<file path="config.mk">
export PLATFORM = sky130hd
export DESIGN_NAME = cascaded_averaging_distance_filter_flat
export DESIGN_NICKNAME = d
export VERILOG_FILES = /design/src/rtl/cadf_pkg.sv /design/src/rtl/cadf_if.sv /design/src/rtl/cascaded_averaging_distance_filter.sv /design/src/flat_wrapper.sv
export SDC_FILE = /design/constraint.sdc
export NUM_CORES = 2
export LEC_CHECK = 0
export BUFFER_PORTS_ARGS = -buffer_cell sky130_fd_sc_hd__buf_2
export CELL_PAD_IN_SITES_DETAIL_PLACEMENT = 1
export CELL_PAD_IN_SITES_GLOBAL_PLACEMENT = 1
export CORE_ASPECT_RATIO = 1.1
export CORE_MARGIN = 10
export CORE_UTILIZATION = 61
export CTS_BUF_LIST = sky130_fd_sc_hd__clkbuf_4 sky130_fd_sc_hd__clkbuf_8
export DETAILED_ROUTE_END_ITERATION = 8
export GPL_TIMING_DRIVEN = 0
export PLACE_DENSITY_LB_ADDON = 0.1
export SYNTH_ARGS = -nofsm -noshare
export SYNTH_HDL_FRONTEND = slang
export SYNTH_SLANG_ARGS = --single-unit
</file>
<file path="constraint.sdc">
create_clock -name clk_i -period 13 [get_ports clk_i]
set_input_delay 1.3 -clock clk_i [delete_from_list [all_inputs] [get_ports clk_i]]
set_output_delay 1.3 -clock clk_i [all_outputs]
set_load 0.02 [all_outputs]
</file>
<file path="src/rtl/cadf_pkg.sv">
package cadf_pkg;

  localparam int unsigned MAX_STAGES_DEF   = 52;
  localparam int unsigned SAMPLE_WIDTH_DEF = 24;
  localparam int unsigned EXTRA_BITS       = 8;
  localparam int unsigned PHASE_BITS       = 16;

  localparam int unsigned STAGE_COUNT_W = 6;
  localparam int unsigned BLEND_W       = 16;
  localparam int unsigned RATE_W        = 17;
  localparam int unsigned CFG_DATA_W    = 17;
  localparam int unsigned CFG_IDX_W     = 2;

  localparam logic [RATE_W-1:0] RATE_RESET = RATE_W'(65536);

  typedef enum logic [CFG_IDX_W-1:0] {
    REG_STAGE_COUNT = 2'd0,
    REG_BLEND       = 2'd1,
    REG_RATE_STEP   = 2'd2
  } cfg_reg_e;

  typedef enum logic [3:0] {
    ST_IDLE,
    ST_AVG,
    ST_BMUL,
    ST_BADD,
    ST_CASC,
    ST_POINTS,
    ST_IDIF,
    ST_IMUL,
    ST_IADD,
    ST_DONE
  } cadf_state_e;

endpackage

</file>
<file path="src/rtl/cadf_if.sv">
interface cadf_in_if import cadf_pkg::*; #(
  parameter int unsigned SAMPLE_WIDTH = SAMPLE_WIDTH_DEF
) ();
  logic                           valid;
  logic                           ready;
  logic signed [SAMPLE_WIDTH-1:0] sample_in;

  modport source (output valid, output sample_in, input ready);
  modport sink   (input valid, input sample_in, output ready);
endinterface

interface cadf_out_if import cadf_pkg::*; #(
  parameter int unsigned SAMPLE_WIDTH = SAMPLE_WIDTH_DEF
) ();
  logic                           valid;
  logic                           ready;
  logic signed [SAMPLE_WIDTH-1:0] sample_out;

  modport source (output valid, output sample_out, input ready);
  modport sink   (input valid, input sample_out, output ready);
endinterface

</file>
<file path="src/rtl/cascaded_averaging_distance_filter.sv">
// Channel | Dir | Payload               | Beat taken when
// --------+-----+-----------------------+-----------------------------
// in_i    | in  | sample_in  (Q1.23)    | in_i.valid & in_i.ready
// out_o   | out | sample_out (Q1.23)    | out_o.valid & out_o.ready
// cfg     | in  | cfg_idx_i/cfg_data_i  | cfg_we_i
//
// Sequence: one beat per item. Without a tick an item runs IDIF, IMUL, IADD,
//   DONE; with a tick AVG, BMUL, BADD, CASC over each active stage in the stage
//   memory (at most MAX_STAGES, one per cycle), POINTS, IDIF, IMUL, IADD, DONE.
// Ready is high only in IDLE; one multiplier serves both the blend and the
//   interpolation, one adder the cascade.
// The output register lets the next item enter while a result waits; the
//   sequencer stalls in DONE until that register is free.
// Reset (async, active low) clears control and filter state; the stage memory
//   needs no clearing since a stage is always preloaded before it is read.
module cascaded_averaging_distance_filter import cadf_pkg::*; #(
  parameter int unsigned MAX_STAGES   = MAX_STAGES_DEF,
  parameter int unsigned SAMPLE_WIDTH = SAMPLE_WIDTH_DEF
) (
  input  logic                  clk_i,
  input  logic                  rst_ni,
  input  logic                  cfg_we_i,
  input  logic [CFG_IDX_W-1:0]  cfg_idx_i,
  input  logic [CFG_DATA_W-1:0] cfg_data_i,
  cadf_in_if.sink               in_i,
  cadf_out_if.source            out_o
);

  localparam int unsigned IW = SAMPLE_WIDTH + EXTRA_BITS;  // internal value width
  localparam int unsigned DW = IW + 1;                     // difference / sum width
  localparam int unsigned PW = DW + BLEND_W + 1;           // product width
  localparam int unsigned NW = $clog2(MAX_STAGES + 1);     // stage count width
  localparam int unsigned AW = (MAX_STAGES > 1) ? $clog2(MAX_STAGES) : 1;
  localparam int unsigned SW = SAMPLE_WIDTH;

  // configuration registers
  logic [STAGE_COUNT_W-1:0] stage_count_q;
  logic [BLEND_W-1:0]       blend_q;
  logic [RATE_W-1:0]        rate_q;

  // filter state
  logic [PHASE_BITS-1:0]  phase_q;
  logic signed [IW-1:0]   fa_q;       // first-stage average
  logic signed [IW-1:0]   older_q;
  logic signed [IW-1:0]   newer_q;
  logic [NW-1:0]          hl_q;       // highest stage count preloaded

  // working registers
  cadf_state_e            state_q, state_d;
  logic signed [IW-1:0]   x_q;
  logic signed [IW-1:0]   blend_val_q;
  logic signed [DW-1:0]   opa_q;
  logic [PHASE_BITS-1:0]  opb_q;
  logic signed [PW-1:0]   prod_q;
  logic [AW-1:0]          idx_q;
  logic signed [IW-1:0]   rd_q;

  logic                   out_valid_q;
  logic signed [SW-1:0]   out_data_q;

  // stage memory
  logic [IW-1:0] stage_mem [MAX_STAGES];

  // combinational
  logic [NW-1:0]          n_w;
  logic [RATE_W:0]        ph_sum_w;
  logic                   tick_w;
  logic                   accept_w;
  logic                   out_free_w;
  logic signed [DW-1:0]   avg_sum_w;
  logic signed [IW-1:0]   avg_w;
  logic signed [PW-1:0]   prod_w;
  logic signed [IW-1:0]   madd_base_w;
  logic signed [DW:0]     madd_sum_w;
  logic signed [IW-1:0]   madd_w;
  logic signed [IW-1:0]   cas_op_w;
  logic signed [DW-1:0]   cas_sum_w;
  logic signed [IW-1:0]   cas_w;
  logic signed [DW-1:0]   rnd_w;
  logic signed [SW:0]     rq_w;
  logic signed [SW-1:0]   sat_w;
  logic                   in_ready_w;
  logic                   mem_we_w;
  logic [AW-1:0]          rd_addr_w;

  assign n_w = (7'(stage_count_q) > 7'(MAX_STAGES)) ? NW'(MAX_STAGES) : NW'(stage_count_q);

  assign ph_sum_w = {2'b00, phase_q} + {1'b0, rate_q};
  assign tick_w   = |ph_sum_w[RATE_W:PHASE_BITS];

  assign accept_w   = in_i.valid & in_ready_w;
  assign out_free_w = ~out_valid_q | out_o.ready;

  // first-stage half average (floor)
  assign avg_sum_w = {x_q[IW-1], x_q} + {fa_q[IW-1], fa_q};
  assign avg_w     = avg_sum_w[DW-1:1];

  // shared multiplier: signed difference times unsigned Q0.16 weight
  assign prod_w = opa_q * $signed({1'b0, opb_q});

  // base + floor(product / 65536)
  assign madd_base_w = (state_q == ST_BADD) ? x_q : older_q;
  assign madd_sum_w  = {{2{madd_base_w[IW-1]}}, madd_base_w} + prod_q[PW-1:PHASE_BITS];
  assign madd_w      = madd_sum_w[IW-1:0];

  // cascade stage: stages at or above the preload mark read as the blended sample
  assign cas_op_w  = (NW'(idx_q) >= hl_q) ? blend_val_q : rd_q;
  assign cas_sum_w = {x_q[IW-1], x_q} + {cas_op_w[IW-1], cas_op_w};
  assign cas_w     = cas_sum_w[DW-1:1];

  // round back to sample format and saturate
  assign rnd_w = {x_q[IW-1], x_q} + DW'(1 << (EXTRA_BITS - 1));
  assign rq_w  = rnd_w[DW-1:EXTRA_BITS];
  assign sat_w = (rq_w[SW] != rq_w[SW-1]) ? {rq_w[SW], {(SW-1){~rq_w[SW]}}} : rq_w[SW-1:0];

  // next state
  always_comb begin
    state_d = state_q;
    case (state_q)
      ST_IDLE: begin
        if (in_i.valid) begin
          state_d = tick_w ? ST_AVG : ST_IDIF;
        end
      end
      ST_AVG:  state_d = ST_BMUL;
      ST_BMUL: state_d = ST_BADD;
      ST_BADD: begin
        state_d = (n_w == '0) ? ST_POINTS : ST_CASC;
      end
      ST_CASC: begin
        if (idx_q == '0) begin
          state_d = ST_POINTS;
        end
      end
      ST_POINTS: state_d = ST_IDIF;
      ST_IDIF:   state_d = ST_IMUL;
      ST_IMUL:   state_d = ST_IADD;
      ST_IADD:   state_d = ST_DONE;
      ST_DONE: begin
        if (out_free_w) begin
          state_d = ST_IDLE;
        end
      end
      default: state_d = ST_IDLE;
    endcase
  end

  // control outputs
  always_comb begin
    in_ready_w = 1'b0;
    mem_we_w   = 1'b0;
    rd_addr_w  = '0;
    case (state_q)
      ST_IDLE: in_ready_w = 1'b1;
      ST_BADD: rd_addr_w  = AW'(n_w - 1'b1);
      ST_CASC: begin
        mem_we_w  = 1'b1;
        rd_addr_w = idx_q - 1'b1;
      end
      default: begin
        in_ready_w = 1'b0;
      end
    endcase
  end

  assign in_i.ready       = in_ready_w;
  assign out_o.valid      = out_valid_q;
  assign out_o.sample_out = out_data_q;

  // configuration
  always_ff @(posedge clk_i or negedge rst_ni) begin
    if (!rst_ni) begin
      stage_count_q <= '0;
      blend_q       <= '0;
      rate_q        <= RATE_RESET;
    end else if (cfg_we_i) begin
      case (cfg_idx_i)
        REG_STAGE_COUNT: stage_count_q <= cfg_data_i[STAGE_COUNT_W-1:0];
        REG_BLEND:       blend_q       <= cfg_data_i[BLEND_W-1:0];
        REG_RATE_STEP:   rate_q        <= cfg_data_i[RATE_W-1:0];
        default: begin
          stage_count_q <= stage_count_q;
        end
      endcase
    end
  end

  // control and filter state
  always_ff @(posedge clk_i or negedge rst_ni) begin
    if (!rst_ni) begin
      state_q     <= ST_IDLE;
      phase_q     <= '0;
      fa_q        <= '0;
      older_q     <= '0;
      newer_q     <= '0;
      hl_q        <= '0;
      out_valid_q <= 1'b0;
    end else begin
      state_q <= state_d;
      if (accept_w) begin
        phase_q <= tick_w ? '0 : ph_sum_w[PHASE_BITS-1:0];
      end
      if (state_q == ST_AVG) begin
        fa_q <= avg_w;
      end
      if (state_q == ST_POINTS) begin
        older_q <= newer_q;
        newer_q <= x_q;
        if (hl_q < n_w) begin
          hl_q <= n_w;
        end
      end
      if (state_q == ST_DONE && out_free_w) begin
        out_valid_q <= 1'b1;
      end else if (out_o.ready) begin
        out_valid_q <= 1'b0;
      end
    end
  end

  // datapath
  always_ff @(posedge clk_i) begin
    case (state_q)
      ST_IDLE: begin
        if (accept_w) begin
          x_q <= {in_i.sample_in, {EXTRA_BITS{1'b0}}};
        end
      end
      ST_AVG: begin
        opa_q <= {avg_w[IW-1], avg_w} - {x_q[IW-1], x_q};
        opb_q <= blend_q;
      end
      ST_BMUL: prod_q <= prod_w;
      ST_BADD: begin
        x_q         <= madd_w;
        blend_val_q <= madd_w;
        idx_q       <= AW'(n_w - 1'b1);
      end
      ST_CASC: begin
        x_q   <= cas_w;
        idx_q <= idx_q - 1'b1;
      end
      ST_IDIF: begin
        opa_q <= {newer_q[IW-1], newer_q} - {older_q[IW-1], older_q};
        opb_q <= phase_q;
      end
      ST_IMUL: prod_q <= prod_w;
      ST_IADD: x_q    <= madd_w;
      ST_DONE: begin
        if (out_free_w) begin
          out_data_q <= sat_w;
        end
      end
      default: begin
        x_q <= x_q;
      end
    endcase
  end

  // stage memory: one write, one registered read per cycle
  always_ff @(posedge clk_i) begin
    if (mem_we_w) begin
      stage_mem[idx_q] <= cas_w;
    end
    rd_q <= stage_mem[rd_addr_w];
  end

  // preload mark only ever grows
  a_hl_monotone: assert property (@(posedge clk_i) disable iff (!rst_ni)
    hl_q >= $past(hl_q))
    else $error("preload mark decreased");

  // cascade never touches a stage beyond the active count
  a_casc_bound: assert property (@(posedge clk_i) disable iff (!rst_ni)
    (state_q == ST_CASC) |-> (NW'(idx_q) < n_w))
    else $error("cascade index out of range");

  // a new result beat is only raised from the final sequencer step
  a_out_from_done: assert property (@(posedge clk_i) disable iff (!rst_ni)
    (out_valid_q && !$past(out_valid_q)) |-> ($past(state_q) == ST_DONE))
    else $error("result raised outside DONE");

endmodule
</file>
<file path="src/flat_wrapper.sv">
// flat-port wrapper written by rule: the top's interface ports become plain ports
module cascaded_averaging_distance_filter_flat import cadf_pkg::*;
#(
  parameter int unsigned MAX_STAGES   = MAX_STAGES_DEF,
  parameter int unsigned SAMPLE_WIDTH = SAMPLE_WIDTH_DEF
)
  (clk_i, rst_ni, cfg_we_i, cfg_idx_i, cfg_data_i, in_i_valid, in_i_sample_in, in_i_ready, out_o_valid, out_o_sample_out, out_o_ready);
  cadf_in_if #(.SAMPLE_WIDTH(SAMPLE_WIDTH)) in_i_i ();
  cadf_out_if #(.SAMPLE_WIDTH(SAMPLE_WIDTH)) out_o_i ();
  input  logic clk_i;
  input  logic rst_ni;
  input  logic cfg_we_i;
  input  logic [CFG_IDX_W-1:0] cfg_idx_i;
  input  logic [CFG_DATA_W-1:0] cfg_data_i;
  input wire logic [$bits(in_i_i.valid)-1:0] in_i_valid;
  input wire logic [$bits(in_i_i.sample_in)-1:0] in_i_sample_in;
  output wire logic [$bits(in_i_i.ready)-1:0] in_i_ready;
  output wire logic [$bits(out_o_i.valid)-1:0] out_o_valid;
  output wire logic [$bits(out_o_i.sample_out)-1:0] out_o_sample_out;
  input wire logic [$bits(out_o_i.ready)-1:0] out_o_ready;
  assign in_i_i.valid = in_i_valid;
  assign in_i_i.sample_in = in_i_sample_in;
  assign in_i_ready = in_i_i.ready;
  assign out_o_valid = out_o_i.valid;
  assign out_o_sample_out = out_o_i.sample_out;
  assign out_o_i.ready = out_o_ready;
  cascaded_averaging_distance_filter #(.MAX_STAGES(MAX_STAGES), .SAMPLE_WIDTH(SAMPLE_WIDTH)) u_core (.clk_i(clk_i), .rst_ni(rst_ni), .cfg_we_i(cfg_we_i), .cfg_idx_i(cfg_idx_i), .cfg_data_i(cfg_data_i), .in_i(in_i_i), .out_o(out_o_i));
endmodule
</file>
**Word-level counts from Yosys, hierarchy flattened**

Memory sizes are Yosys's and may differ from the RTL's. A register that Yosys moved wholly into a read port is not among the register bits.
Index checks and enable logic that the tools add are counted.

- Memory bits (writable): 1664
- Input port bits: 48
- Memories: 1
- Register bits after elaboration: 353

Memory list:

| memory | words | width | rd ports | clocked after Yosys merged registers in | write ports | line | source |
|---|---|---|---|---|---|---|---|
| u_core.stage_mem | 52 | 32 | 1 | 1 | 1 | cascaded_averaging_distance_filter.sv:62 | `logic [IW-1:0] stage_mem [MAX_STAGES];` |

- Bitwise gates (word level): 4
- Equal/unequal tests: 16
- Multipliers: 1
- Add/sub/neg operators: 9
- Mux-type cells: 23
- Reduce and logical (&&, ||, !) cells: 19
- Order comparisons: 3

Operators by type and width:

| operator | count |
|---|---|
| $mux W32 | 3 |
| $pmux W32 S3 | 1 |
| $add A32 B32 Y33 | 2 |
| $pmux W33 S2 | 1 |
| $sub A32 B32 Y33 | 2 |
| $mul A33 B17 Y48 | 1 |
| $pmux W4 S10 | 1 |
| $add A32 B9 Y33 const B | 1 |
| $add A32 B32 Y32 | 1 |
| $pmux W16 S2 | 1 |
| $mux W24 | 1 |
| $pmux W6 S2 | 2 |
| $add A16 B17 Y18 | 1 |
| $eq A4 B3 Y1 const B | 4 |
| $mux W16 | 1 |
| $logic_not A6 Y1 | 2 |
| $mux W4 | 3 |
| $reduce_and A2 Y1 | 6 |
| $sub A6 B1 Y6 const B | 2 |
| $eq A4 B2 Y1 const B | 2 |
| $eq A4 B4 Y1 const B | 2 |
| $mux W1 | 7 |
| $ge A6 B6 Y1 | 1 |
| $gt A6 B6 Y1 const B | 1 |
| other kinds (19) | 26 |

**Logic depth before layout (Yosys ltp)**

- Depth in word-level cells: 5
- Mapped depth: 25
- Mapped depth without buffers: 23

**Worst setup path before layout**

Ideal clock, no wire load.

- Kind: reg-to-reg
- Start: reg u_core.opa_q[32]
- End: reg u_core.prod_q[47] (data pin)
- Setup time: 260 ps
- Buffers on the path: 1
- Arrival: 5986 ps
- Path slack: 6754 ps
- Clock period less this slack: 6246 ps
- Stages on the path, launching flop included: 21
- Cells stage by stage: edfxtp_1 -> clkbuf_1 -> nand2_1 -> fa_1 -> inv_1 -> fa_1 -> inv_1 -> fa_1 -> fa_1 -> fa_1 -> fa_1 -> inv_1 -> ha_1 -> nand4_1 -> or2_2 -> nor3_1 -> a31oi_1 -> a211oi_1 -> a21oi_1 -> o21bai_1 -> xnor2_1

- Word-level cells in the longest chain between the ends: 1

Ends and longest elaborated chain:

| item | line | source |
|---|---|---|
| start: declaration | cascaded_averaging_distance_filter.sv:52 | `logic signed [DW-1:0] opa_q;` |
| start signal: assignment | cascaded_averaging_distance_filter.sv:230 | `opa_q <= {avg_w[IW-1], avg_w} - {x_q[IW-1], x_q};` |
| start signal: assignment | cascaded_averaging_distance_filter.sv:244 | `opa_q <= {newer_q[IW-1], newer_q} - {older_q[IW-1], older_q};` |
| $mul A33 B17 Y48 | cascaded_averaging_distance_filter.sv:99 | `assign prod_w = opa_q * $signed({1'b0, opb_q});` |
| net u_core.prod_w[47] | cascaded_averaging_distance_filter.sv:72 | `logic signed [PW-1:0] prod_w;` |
| end signal: assignment | cascaded_averaging_distance_filter.sv:233 | `ST_BMUL: prod_q <= prod_w;` |
| end signal: assignment | cascaded_averaging_distance_filter.sv:247 | `ST_IMUL: prod_q <= prod_w;` |
| end: declaration | cascaded_averaging_distance_filter.sv:54 | `logic signed [PW-1:0] prod_q;` |

The timed path passes the listed nets, and every way through them passes these cells.
A chain may end at the register's enable or synchronous reset.

**Worst setup path after layout**

- Start: reg u_core.opb_q[7]
- End: reg u_core.prod_q[47] (data pin)

- Word-level cells in the longest chain between the ends: 1

Ends and longest elaborated chain:

| item | line | source |
|---|---|---|
| start: declaration | cascaded_averaging_distance_filter.sv:53 | `logic [PHASE_BITS-1:0] opb_q;` |
| start signal: assignment | cascaded_averaging_distance_filter.sv:231 | `opb_q <= blend_q;` |
| start signal: assignment | cascaded_averaging_distance_filter.sv:245 | `opb_q <= phase_q;` |
| $mul A33 B17 Y48 | cascaded_averaging_distance_filter.sv:99 |  |
| net u_core.prod_w[47] | cascaded_averaging_distance_filter.sv:72 |  |

The timed path passes the listed nets, and every way through them passes these cells.

==> results.yml <==
critical_path:
  reg2reg_slack_ns: 3.89
  critPathKind: "flop to flop"
  regToRegEndpoint: "u_core.prod_q[47]"
  worst_ep_required_time_ns: 13.80
  r2r_start: "u_core.opb_q[7]"
  critical_path.endpoint_type: "flop"
  maximum_net_fanout_on_the_critical_path: 10
  critical_path_arrival_ns: 9.91
  timing.critical_path.from_type: "flop"
  reg2regPathDepth: 24
global_route:
  grt_max_degree: 95
  grt_util_all_layers_pct: 39.8
  grt_overflow: 0
  grt_pass1_vias: 74852
  first_pass_grt_wire_length_um: 542000
  number_of_antenna_violations_at_the_first_check_in_global_routing: 22
synth:
  syn_area_sq_mm: 0.105
  register_bit_count_reported_by_yosys: 2033
  syn-instance-count: 7210
  yosysWarningCount: 0
  yosysSeqAreaShare_pct: 57.2
  netlist-cell-type-count: 87
  syn_avg_cell_area_sq_um: 14.5
  synth-edff-count: 1839
  synth_nets: 8052
  yosys_most_used_dff: "edfxtp_1"
  ys_async_sr_fraction_pct: 7.97
clock_tree:
  holdBufCountCts: 0
  cts_htree_levels: 5
  post_cts.resized_instances: 0
  clk_transition_reported_paths_ns: 0.06
  cts_setup_buffers: 0
  cts.sinks: 2033
  inserted_clock_buffers: 331
  tritoncts: "done"
  clockBufferDepth: 4
  root_buffer: "clkbuf_8"
  worstSkewPairLatency_ns: 1.15
final_layout:
  layout.cells.most_common_list: "edfxtp_1, nand2_1, inv_1"
  mostFrequentLayoutCell: "edfxtp_1"
  final_cells: 10242
  finalNetCount: 8585
  nFillCells: 15321
  syn2layout_area_growth_pct: 12.0
  proportion_of_layout_cells_with_a_drive_suffix_above_1_pct: 17.9
  finalInstanceArea_sq_mm: 0.117
route:
  via_count: 70480
  drc_errors: 0
  totalWireLength_um: 375000
  ant_nets: 0
  dr.pass1.iters: 7
  post_drt_via_cell_ratio: 6.88
  wl_per_cell_um: 36.6
  dr.first_iter.drc_count: 10118
sta:
  ratio_of_final_minimum_period_to_clock_period_pct: 70.1
  rsz_0062_raised_after_global_routing: "no"
  timing.final.max_slew_violations: 19
  max_clock_freq_mhz: 110
  worst_pin_slew_ns: 1.56
  setup_viol: 0
  fin_setup_tns_ns: 0
  finalCriticalPeriod_ns: 9.11
  finalHoldViolations: 0
  setup_skew_after_layout_ns: 0.117
  setup_slack_ns: 3.89
  timing.slew.headroom_pct: -3.80
place:
  routabilityCongestion: 0.958
  post-place-cells: 9664
  detailed_place_hpwl_um: 246000
  placement.io_buffers: 73
  dpl_worst_slack_ns: 3.99
  post_dp_cell_area_sq_mm: 0.111
hold_path:
  min-delay-path-class: "primary input to asynchronous set/reset pin"
floorplanning:
  floorplan.die.width_um: 415
  placeable_core_region_sq_mm: 0.171
  fp-row-count: 159
  floorplan.io_pins: 74
  fp.dieArea_sq_mm: 0.189
  initial_core_util_pct: 61.4
  die_y_um: 455
job:
  maxCapViolations: 2
run_status:
  outcome: "complete, but fails checks"
  violations: "max-capacitance violations, max-slew violations"
## critical path, cell delays in order, from the launching register on
cell and delay [ns]:
edfxtp_1 0.71, clkbuf_1 0.82, and2_1 0.26, fa_1 0.42, inv_1 0.08, fa_1 0.44, fa_1 0.53, inv_1 0.06
fa_1 0.46, fa_1 0.54, inv_1 0.06, fa_1 0.52, inv_1 0.05, ha_1 0.26, clkbuf_1 0.18, nor2_1 0.14
nor2_1 0.05, a211o_1 0.31, a32oi_1 0.84, o211ai_1 0.40, a31oi_1 0.60, a211oi_1 0.23, a21oi_1 0.28, o21bai_1 0.12
xnor2_1 0.47
## worst max path at each step
stage,startpoint,endpoint,cells after the start
after floorplan,u_core.opa_q[32],u_core.prod_q[47],20
after global placement,u_core.idx_q[0],u_core.stage_mem[18][21],17
after detailed placement,u_core.opb_q[7],u_core.prod_q[47],24
after CTS,u_core.opb_q[7],u_core.prod_q[47],24
after global routing,u_core.opb_q[7],u_core.prod_q[47],24
final,u_core.opb_q[7],u_core.prod_q[47],24
## state kept, by name (all words and copies together), names as in the netlist, 32 cells and up
name	count
u_core.opa_q	33
u_core.older_q	32
u_core.rd_q	32
u_core.newer_q	32
u_core.stage_mem	1664
u_core.blend_val_q	32
u_core.prod_q	32
u_core.fa_q	32
u_core.x_q	32
## logic make-up (layout without fill, tap and decap cells)
family / Yosys count / in the layout / share of synthesized area, %
multiplexers: 651 / 651 / 11.3
other: 0 / 8 / 0
adder cells (fa/ha/maj): 794 / 794 / 13.0
AND/OR/NAND/NOR: 1564 / 1564 / 7.03
buffers and inverters: 1011 / 1781 / 3.85
XOR/XNOR: 220 / 220 / 1.84
AO/OA/AOI/OAI: 937 / 937 / 5.76
flip-flops: 2033 / 2033 / 57.2
## layer usage
| metal | up-vias | global-route usage [%] | share of wire, % | routed length [um] |
|---|---|---|---|---|
| met3 | 1582 | 8.60 | 10 | 38000 |
| met2 | 5600 | 64.8 | 48 | 179000 |
| li1 | 27311 | - | - | - |
| met1 | 35967 | 46.9 | 33 | 123000 |
| met5 | - | 0 | 0.034 | 127 |
| met4 | 20 | 30.0 | 9.5 | 35500 |
## final cells by class
class                           count  area [sq um]  share of cell area, %
Sequential cell                  2033         59900                   51.0
Multi-Input combinational cell   4166         41600                   35.5
Clock buffer                      462          5660                   4.82
Tap cell                         2254          2820                   2.40
Timing Repair Buffer              200          2650                   2.26
Inverter                          689          2590                   2.20
Buffer                            322          1450                   1.24
Clock inverter                    108           656                  0.558
Antenna cell                        8          20.0                 0.0171
## synthesized netlist by cell type (all sizes together), types with 97 or more instances
cell type  number  share of area (%)
mux4          416                8.9
fa            495                9.5
o21ai         208                1.0
xnor2         129                1.1
ha            299                3.6
and2          309                1.8
mux2i         115                1.1
clkbuf        238               0.85
a21oi         223                1.1
edfxtp       1839                 53
mux2          120                1.3
nor2          182               0.65
dfrtp         161                3.8
inv           689                2.5
a211oi        147                1.1
a31oi          97               0.58
nand2         769                2.8
## stage by stage
step           hold slack (ns)  util [%]
6_report                 0.215      68.8
5_1_grt                  0.223      68.8
4_1_cts                  0.173      68.8
3_5_place_dp             0.469      65.1
3_3_place_gp             0.463      63.3
2_1_floorplan            0.450         -
Power is not shown: default switching activity piles up to over one toggle a cycle in this logic, so the estimate is an artifact.
